**config.mk**
```make
export PLATFORM = sky130hd
export DESIGN_NAME = multichannel_sample_averager_top
export DESIGN_NICKNAME = d
export VERILOG_FILES = /design/src/rtl/msa_pkg.sv /design/src/rtl/multichannel_sample_averager_top.sv /design/src/rtl/msa_window_lane.sv /design/src/rtl/msa_block_bank.sv
export SDC_FILE = /design/constraint.sdc
export NUM_CORES = 2
export LEC_CHECK = 0
export ABC_AREA = 1
export BUFFER_PORTS_ARGS = -buffer_cell sky130_fd_sc_hd__buf_2
export CORE_MARGIN = 3
export CORE_UTILIZATION = 50
export CTS_CLUSTER_SIZE = 16
export DETAILED_ROUTE_END_ITERATION = 7
export PLACE_DENSITY = 0.69
export SYNTH_ARGS = -nofsm -noshare
export SYNTH_HDL_FRONTEND = slang
export SYNTH_SLANG_ARGS = --single-unit
export TNS_END_PERCENT = 50
```
**constraint.sdc**
```tcl
create_clock -name clk -period 12.4 [get_ports clk]
set_clock_uncertainty 0.2 [all_clocks]
set_input_delay 1.24 -clock clk [delete_from_list [all_inputs] [get_ports clk]]
set_output_delay 1.24 -clock clk [all_outputs]
set_load 0.01 [all_outputs]
```
**src/rtl/msa_pkg.sv**
```systemverilog
package msa_pkg;

  localparam int SAMPLE_W = 16;
  localparam int LANES    = 4;

  localparam int WINDOW_LENGTH        = 100;
  localparam int LOAD_CURRENT_BLOCK   = 60;
  localparam int SUPPLY_CURRENT_BLOCK = 30;
  localparam int SUPPLY_VOLTAGE_BLOCK = 100;
  localparam int RESISTANCE_BLOCK     = 30;

  // lane order: load current, supply current, supply voltage, resistance
  localparam int BLOCK_LEN [LANES] = '{LOAD_CURRENT_BLOCK, SUPPLY_CURRENT_BLOCK,
                                       SUPPLY_VOLTAGE_BLOCK, RESISTANCE_BLOCK};

  localparam int IN_W       = (LANES + 1) * SAMPLE_W;
  localparam int OUT_DATA_W = (LANES + 1) * SAMPLE_W;
  localparam int OUT_USER_W = LANES;

  // sliding window, divide by reciprocal multiply (exact for the sum range)
  localparam int WIN_POS_W   = $clog2(WINDOW_LENGTH);
  localparam int WIN_SUM_W   = SAMPLE_W + $clog2(WINDOW_LENGTH);
  localparam int WIN_SHIFT   = WIN_SUM_W + $clog2(WINDOW_LENGTH);
  localparam int WIN_RECIP_W = WIN_SUM_W + 1;
  localparam int WIN_PROD_W  = WIN_SUM_W + WIN_RECIP_W;
  localparam logic [WIN_POS_W-1:0] WIN_LAST = WIN_POS_W'(WINDOW_LENGTH - 1);
  localparam logic [WIN_RECIP_W-1:0] WIN_RECIP =
    WIN_RECIP_W'(((64'd1 << WIN_SHIFT) + 64'(WINDOW_LENGTH) - 64'd1) / 64'(WINDOW_LENGTH));

  typedef logic [SAMPLE_W-1:0] sample_t;

  typedef struct packed {
    logic take;  // item accepted into stage 1
    logic adv2;  // valid item moves stage 1 -> 2
    logic adv3;  // valid item moves stage 2 -> 3
  } pipe_ctl_t;

endpackage

```
**src/rtl/multichannel_sample_averager_top.sv**
```systemverilog
// Throughput: one item per cycle while the output is not stalled by out_tready;
// stages are: ring read and block accumulate, window sum and block reciprocal multiply,
// window multiply and hold, output register.
// Backpressure stalls the stages behind the output register; empty stages still fill.
// Reset (rst_n low, synchronous) clears window valid bits, sums, counts and held averages.
module multichannel_sample_averager_top (
  input  logic                              clk,
  input  logic                              rst_n,
  // lv, load current, supply current, supply voltage, resistance samples
  input  logic [msa_pkg::IN_W-1:0]          in_tdata,
  input  logic                              in_tvalid,
  output logic                              in_tready,
  // lv avg, load current, supply current, supply voltage, resistance avgs
  output logic [msa_pkg::OUT_DATA_W-1:0]    out_tdata,
  // fresh: load current, supply current, supply voltage, resistance
  output logic [msa_pkg::OUT_USER_W-1:0]    out_tuser,
  output logic                              out_tvalid,
  input  logic                              out_tready
);

  msa_pkg::pipe_ctl_t                              ctl;
  logic                                            v1_r;
  logic                                            v2_r;
  logic                                            v3_r;
  logic                                            v4_r;
  logic                                            en1;
  logic                                            en2;
  logic                                            en3;
  logic                                            en4;
  logic [msa_pkg::LANES-1:0][msa_pkg::SAMPLE_W-1:0] samples;
  logic [msa_pkg::LANES-1:0][msa_pkg::SAMPLE_W-1:0] blk_avg;
  logic [msa_pkg::LANES-1:0]                       blk_fresh;
  msa_pkg::sample_t                                win_avg;
  logic [msa_pkg::OUT_DATA_W-1:0]                  data_r;
  logic [msa_pkg::OUT_USER_W-1:0]                  user_r;

  assign en4 = !v4_r || out_tready;
  assign en3 = !v3_r || en4;
  assign en2 = !v2_r || en3;
  assign en1 = !v1_r || en2;

  assign ctl.take = in_tvalid && en1;
  assign ctl.adv2 = v1_r && en2;
  assign ctl.adv3 = v2_r && en3;

  always_comb begin
    for (int i = 0; i < msa_pkg::LANES; i++) begin
      samples[i] = in_tdata[(i + 1) * msa_pkg::SAMPLE_W +: msa_pkg::SAMPLE_W];
    end
  end

  msa_window_lane u_window (
    .clk    (clk),
    .rst_n  (rst_n),
    .ctl    (ctl),
    .sample (in_tdata[msa_pkg::SAMPLE_W-1:0]),
    .avg    (win_avg)
  );

  msa_block_bank u_blocks (
    .clk     (clk),
    .rst_n   (rst_n),
    .ctl     (ctl),
    .samples (samples),
    .avg     (blk_avg),
    .fresh   (blk_fresh)
  );

  always_ff @(posedge clk) begin
    if (!rst_n) begin
      v1_r <= 1'b0;
      v2_r <= 1'b0;
      v3_r <= 1'b0;
      v4_r <= 1'b0;
    end else begin
      if (en1) v1_r <= in_tvalid;
      if (en2) v2_r <= v1_r;
      if (en3) v3_r <= v2_r;
      if (en4) v4_r <= v3_r;
    end
  end

  // merge lanes into the output item
  always_ff @(posedge clk) begin
    if (en4 && v3_r) begin
      data_r <= {blk_avg, win_avg};
      user_r <= blk_fresh;
    end
  end

  assign in_tready  = en1;
  assign out_tvalid = v4_r;
  assign out_tdata  = data_r;
  assign out_tuser  = user_r;

endmodule

```
**src/rtl/msa_window_lane.sv**
```systemverilog
module msa_window_lane (
  input  logic               clk,
  input  logic               rst_n,
  input  msa_pkg::pipe_ctl_t ctl,
  input  msa_pkg::sample_t   sample,
  output msa_pkg::sample_t   avg
);

  msa_pkg::sample_t                     mem [msa_pkg::WINDOW_LENGTH];
  logic [msa_pkg::WINDOW_LENGTH-1:0]    valid_r;
  logic [msa_pkg::WIN_POS_W-1:0]        pos_r;
  logic [msa_pkg::WIN_POS_W-1:0]        pos_nxt;
  msa_pkg::sample_t                     old_r;
  msa_pkg::sample_t                     new_r;
  logic [msa_pkg::WIN_SUM_W-1:0]        sum_r;
  logic [msa_pkg::WIN_SUM_W-1:0]        sum_nxt;
  logic [msa_pkg::WIN_PROD_W-1:0]       prod_r;

  assign pos_nxt = (pos_r == msa_pkg::WIN_LAST) ? '0 : pos_r + 1'b1;
  assign sum_nxt = sum_r - msa_pkg::WIN_SUM_W'(old_r) + msa_pkg::WIN_SUM_W'(new_r);

  always_ff @(posedge clk) begin
    if (!rst_n) begin
      valid_r <= '0;
      pos_r   <= '0;
      sum_r   <= '0;
    end else begin
      if (ctl.take) begin
        valid_r[pos_r] <= 1'b1;
        pos_r          <= pos_nxt;
      end
      if (ctl.adv2) begin
        sum_r <= sum_nxt;
      end
    end
  end

  // ring store: read old slot and overwrite it in the same cycle
  always_ff @(posedge clk) begin
    if (ctl.take) begin
      mem[pos_r] <= sample;
      new_r      <= sample;
      old_r      <= valid_r[pos_r] ? mem[pos_r] : '0;
    end
    if (ctl.adv3) begin
      prod_r <= sum_r * msa_pkg::WIN_RECIP;
    end
  end

  assign avg = prod_r[msa_pkg::WIN_SHIFT +: msa_pkg::SAMPLE_W];

endmodule

```
**src/rtl/msa_block_bank.sv**
```systemverilog
module msa_block_bank (
  input  logic                                          clk,
  input  logic                                          rst_n,
  input  msa_pkg::pipe_ctl_t                            ctl,
  input  logic [msa_pkg::LANES-1:0][msa_pkg::SAMPLE_W-1:0] samples,
  output logic [msa_pkg::LANES-1:0][msa_pkg::SAMPLE_W-1:0] avg,
  output logic [msa_pkg::LANES-1:0]                     fresh
);

  for (genvar g = 0; g < msa_pkg::LANES; g++) begin : g_lane
    localparam int LEN     = msa_pkg::BLOCK_LEN[g];
    localparam int CNT_W   = $clog2(LEN + 1);
    localparam int SUM_W   = msa_pkg::SAMPLE_W + $clog2(LEN);
    localparam int SHIFT   = SUM_W + $clog2(LEN);
    localparam int RECIP_W = SUM_W + 1;
    localparam int PROD_W  = SUM_W + RECIP_W;
    localparam logic [RECIP_W-1:0] RECIP =
      RECIP_W'(((64'd1 << SHIFT) + 64'(LEN) - 64'd1) / 64'(LEN));
    localparam logic [CNT_W-1:0] CNT_END = CNT_W'(LEN);

    logic [SUM_W-1:0]  acc_r;
    logic [SUM_W-1:0]  acc_nxt;
    logic [CNT_W-1:0]  cnt_r;
    logic [CNT_W-1:0]  cnt_nxt;
    logic              wrap;
    logic [SUM_W-1:0]  tot_r;
    logic              done1_r;
    logic [PROD_W-1:0] prod_r;
    logic              done2_r;
    msa_pkg::sample_t  held_r;
    logic              done3_r;

    assign acc_nxt = acc_r + SUM_W'(samples[g]);
    assign cnt_nxt = cnt_r + 1'b1;
    assign wrap    = (cnt_nxt == CNT_END);

    always_ff @(posedge clk) begin
      if (!rst_n) begin
        acc_r   <= '0;
        cnt_r   <= '0;
        done1_r <= 1'b0;
        done2_r <= 1'b0;
        done3_r <= 1'b0;
        held_r  <= '0;
      end else begin
        if (ctl.take) begin
          acc_r   <= wrap ? '0 : acc_nxt;
          cnt_r   <= wrap ? '0 : cnt_nxt;
          done1_r <= wrap;
        end
        if (ctl.adv2) begin
          done2_r <= done1_r;
        end
        if (ctl.adv3) begin
          done3_r <= done2_r;
          if (done2_r) begin
            held_r <= prod_r[SHIFT +: msa_pkg::SAMPLE_W];
          end
        end
      end
    end

    always_ff @(posedge clk) begin
      if (ctl.take) begin
        tot_r <= acc_nxt;
      end
      if (ctl.adv2) begin
        prod_r <= tot_r * RECIP;
      end
    end

    assign avg[g]   = held_r;
    assign fresh[g] = done3_r;
  end

endmodule

```
---- Word-level counts from Yosys, hierarchy flattened ----
Memory sizes are Yosys's and may differ from the RTL's. A register that Yosys moved wholly into a read port is not among the register bits.
Cells that the tools add are included.
operators by class
  muxes and demuxes ....................... 15
  multiply operators ...................... 5
  reductions and logical operators ........ 18
  eq/ne operators ......................... 5
  order comparisons ....................... 2
  bitwise logic cells ..................... 1
  add/sub/neg operators ................... 11
operator list
  kind                                                                                  count
  100-bit bitwise OR                                                                    1
  23-bit by 24-bit multiplier with 46-bit output (second input constant)                2
  21-bit by 22-bit multiplier with 42-bit output (second input constant)                2
  23-bit by 16-bit adder with 23-bit output                                             2
  22-bit by 23-bit multiplier with 44-bit output (second input constant)                1
  21-bit by 16-bit adder with 21-bit output                                             2
  21-bit two-way mux                                                                    2
  23-bit two-way mux                                                                    1
  23-bit by 16-bit subtractor with 23-bit output                                        1
  22-bit by 16-bit adder with 22-bit output                                             1
  22-bit two-way mux                                                                    1
  7-bit by 1-bit adder with 7-bit output (second input constant)                        2
  7-bit == test (second input constant)                                                 2
  7-bit two-way mux                                                                     2
  5-bit by 1-bit adder with 5-bit output (second input constant)                        2
  5-bit == test (second input constant)                                                 2
  5-bit two-way mux                                                                     2
  7-bit by 8-bit < comparator with 1-bit output (second input constant)                 1
  2-bit AND reduction                                                                   4
  1-bit binary-select mux with 7-bit select                                             1
  1-bit demux with 7-bit select                                                         1
  7-bit by 1-bit greater-or-equal comparator with 1-bit output (second input constant)  1
  6-bit by 1-bit adder with 6-bit output (second input constant)                        1
  6-bit == test (second input constant)                                                 1
  5 further kinds                                                                       19
word-level totals
  register bits ........................... 727
  bits of input ports ..................... 84
  output and inout bits ................... 86
  memories ................................ 1
  word-level logic and storage cells ...... 101
  bits in writable memories ............... 1600
memories
  name          depth  width  rd ports  clocked after memory_dff  wr ports  line                  source
  u_window.mem  100    16     1         1                         1         msa_window_lane.sv:9  msa_pkg::sample_t mem [msa_pkg::WINDOW_LENGTH];

---- Longest topological paths before layout ----
  depth after elaboration ................. 8
  gate-level depth with buffers ........... 26
  depth with buffers taken out ............ 26

---- Cells and area by module ----
Synthesis repeated with hierarchy kept, for this count alone.
unflattened totals
  cell total of the unflattened synthesis .. 14230
  area, all modules ....................... 131577.4 µm²
by module, submodules not included
  module                            area each (µm²)  times used  cells each  seq. area each (µm²)
  msa_window_lane                   84954.0          1           8403        52090.0
  msa_block_bank                    43903.4          1           5718        8257.9
  multichannel_sample_averager_top  2720.1           1           109         2602.5

---- Worst setup path before layout ----
OpenSTA, ideal clock, no wires.
  path kind ............................... input to register
  start point ............................. in out_tready
  end point ............................... reg u_blocks.g_lane[0].cnt_r[0]
  data arrival time ....................... 5605 ps
  path buffers ............................ 2
  cell stages on the path ................. 7
  setup time .............................. 314 ps
  data required time ...................... 11886 ps
  path slack .............................. 6281 ps
  cell sequence ........................... nor2_1 -> nand4_1 -> nand2_1 -> inv_1 -> clkbuf_1 -> clkbuf_1 -> a211oi_1
RTL lines
  element               line                                    source
  start, declared       multichannel_sample_averager_top.sv:18  input logic out_tready
  end signal, assigned  msa_block_bank.sv:48                    cnt_r <= wrap ? '0 : cnt_nxt;
  end, declared         msa_block_bank.sv:23                    logic [CNT_W-1:0] cnt_r;

---- Final worst setup path ----
  start point ............................. reg u_window.sum_r[6] (netlist name)
  end point ............................... reg u_window.prod_r[39] (netlist name) (data pin)
between the ends
  longest elaborated chain between the ends .. 1
ends and longest elaborated chain
  element                                         line                   source
  start, declared                                 msa_window_lane.sv:15  logic [msa_pkg::WIN_SUM_W-1:0] sum_r;
  start signal, assigned                          msa_window_lane.sv:33  sum_r <= sum_nxt;
  23-bit by 24-bit multiplier with 46-bit output  msa_window_lane.sv:46  prod_r <= sum_r * msa_pkg::WIN_RECIP;
  end signal, assigned                            msa_window_lane.sv:46
  end, declared                                   msa_window_lane.sv:17  logic [msa_pkg::WIN_PROD_W-1:0] prod_r;
Every way passes these cells.
A chain may end at the register's enable or synchronous reset.

==> impl_metrics.ini <==
[detailed_routing]
drc_errors = 0
num_vias = 93480
viasPerCell = 5.380
drtAntennaViolNets = 0
firstDrtPassIters = 8
wl_per_cell_um = 20.47
wirelength_mm = 355.6
drtIter0Drc = 8306

[yosys]
yosys.area.top_type = edfxtp_1
ys_seq_elements = 2203
synth.top_cell.area_share_pct = 43.74
synth_area_leaders = edfxtp_1, nand2_1, ha_1
synthFlopType = edfxtp_1
ys_top_cells_by_count = nand2_1, edfxtp_1, inv_1
syn-cell-area_um2 = 129300
yosys_warnings = 0
syn_nets = 15400
yosysSeqAreaShare_pct = 48.69
yosysMostFrequentCell = nand2_1
syn_area_per_cell_um2 = 9.476
synth_edf_count = 1883
async_reset_ff_share_pct = 0
synth_cell_types = 46
syn_inst = 13640

[sta]
finalSetupViolCount = 0
fin_crit_ns = 6.463
hold_viol = 0
post-route-period-util_pct = 52.12
worst_slew_pin_slew_ns = 1.149
rsz0062_at_grt = false
slew_headroom_pct = 22.90
fin_setup_tns_ns = 0
fmax_mhz = 154.7
drv_slew = 0

[cts]
cts_sinks = 2203
cts_tree = done
cts_resized = 0
hold_buffers = 0
clockRootBuffer = clkbuf_16
post-cts-setup-buffers = 0
clk_pin_slew_ns = 0.06
cts_inserted_buffers = 233
cts_max_level = 4
cts_buffer_depth = 4
insertion_delay_ns = 0.94

[floorplanning]
placementRows = 186
ios = 170
dieWidth_um = 514.5
dieArea_um2 = 264700
core-area_um2 = 256900
start_util_pct = 50.32
fp.dieH_um = 514.5

[hold_path]
hp-class = register to register

[placed_design]
io_buffers = 169
dp_hpwl_mm = 246.6
gp_congestion = 0.9681

[final_layout]
final-seq-area_um2 = 62960
nNetsFinal = 15560
area_growth_syn_to_layout_pct = 9.519
multi_input_area_um2 = 58940
drive_gt1_share_pct = 5.255
fillers = 22540

[critical_path]
setup.worst_path.start_class = register
cp.arrival_ns = 6.84
worstSetupPathType = register to register
crit_fanout = 7
worst_setup_path_end_kind = register
required_ns = 12.78

[job]
maxCapViolCount = 0

[global_route]
grt_max_degree = 182
antenna_found_initial = 17
track_usage_pct = 26.53
gr-total-overflow = 0
grt_pass1_vias = 90300
grt_pass1_wl_mm = 542.0

[run_status]
outcome = complete, no violations
through the flow:
step	utilization, %	setup slack [ns]	hold WS, ns	cell area (um^2)	cells
after floorplan	-	6.281	0.2003	129300	13640
after CTS	55.11	5.920	0.2264	141600	17370
after global routing	55.11	5.463	0.2382	141600	17370
after detailed placement	52.17	5.991	0.2160	134100	16940
after global placement	52.17	5.976	0.2135	134100	16940
final	55.11	5.937	0.2251	141600	17380
registers in the layout, summed over array words and instances, names as in the netlist, 7 cells and up:
signal                  count
u_window.old_r             16
u_blocks.g_lane.acc_r      87
u_blocks.g_lane.tot_r      87
u_window.prod_r            16
u_blocks.g_lane.prod_r     64
u_window.mem             1600
u_blocks.g_lane.held_r     64
u_window.sum_r             23
u_window.pos_r              7
out_tdata                  80
u_window.valid_r          100
u_window.new_r             16
u_blocks.g_lane.cnt_r      23
placed cells by master (no fill, tap or decap), types with 7 or more instances in the layout:
cell type   instances
o211ai_1            7
inv_1            1460
clkinv_4            7
clkinv_2           42
a22oi_1            13
fa_1              589
dfxtp_1           317
clkbuf_16         236
inv_6               7
o2111ai_1           7
a21oi_1           705
clkbuf_1           55
a211oi_1           14
o22ai_1            25
edfxtp_1         1883
nand3b_1           13
a31oi_1            15
o21a_1             89
clkinvlp_4          9
buf_4             196
nand2_1          4935
o21ai_0           334
nor4_1             15
nor2_1            793
ha_1             1087
clkbuf_8           19
nor3_1             62
xnor2_1            31
bufinv_16          18
nand4_1            76
a21boi_0           16
o21bai_1           33
or2_2              13
nand3_1           360
and2_1             27
buf_2             152
a21o_1             34
o21ai_1            98
xor2_1            107
clkinv_1           33
layout make-up:
type	instances	area share, %
tap	3384	2.990
multi-input combinational	9530	41.63
sequential	2203	44.47
clock buffer	310	4.501
clock inverter	117	0.8165
inverter	1473	3.929
timing repair buffer	354	1.661
antenna	5	0.008837
cells by family after synthesis:
group           after synthesis  share of synthesized area (%)
fa+ha+maj                  1676                          19.64
compound gates             1397                          5.882
buf+inv                    1910                          5.770
xor+xnor                    138                         0.9349
flops                      2203                          48.69
simple gates               6319                          19.08
worst max-delay path, stage by stage (launching register included):
cell,delay [ns]
dfxtp_1,0.50
inv_1,0.21
fa_1,0.54
inv_1,0.08
fa_1,0.51
inv_1,0.05
fa_1,0.46
fa_1,0.51
inv_1,0.06
fa_1,0.48
fa_1,0.49
inv_1,0.05
fa_1,0.47
inv_1,0.04
ha_1,0.32
nand2_1,0.08
nor2_1,0.22
inv_1,0.06
nor2_1,0.20
nand2_1,0.11
o21ai_0,0.28
nor2_1,0.09
nand2_1,0.06
nand2_1,0.06
final timing paths:
kind / from / end / slack (ns) / depth (start not counted)
setup / recovery: u_window.sum_r[6]$_SDFFE_PN0P_ / u_window.prod_r[39]$_DFFE_PP_ / 5.94 / 23
hold / removal: u_blocks.g_lane[0].held_r[4]$_SDFFE_PN0P_ / out_tdata[20]$_DFFE_PP_ / 0.23 / 0
setup reg to reg: u_window.sum_r[6]$_SDFFE_PN0P_ / u_window.prod_r[39]$_DFFE_PP_ / 5.94 / 23
hold reg to reg: u_blocks.g_lane[0].held_r[4]$_SDFFE_PN0P_ / out_tdata[20]$_DFFE_PP_ / 0.23 / 0
layer usage:
| metal | wire length, um | GRT usage (%) | share of wire (%) |
|---|---|---|---|
| met2 | 166100 | 43.34 | 47 |
| met1 | 151000 | 36.51 | 42 |
| met3 | 25790 | 3.713 | 7.3 |
| met5 | 13 | 0 | 0.0037 |
| met4 | 12770 | 8.881 | 3.6 |
Power is left out: the tool's default activity adds up to more than one toggle a clock period on the data nets, which glitch-free logic cannot reach.
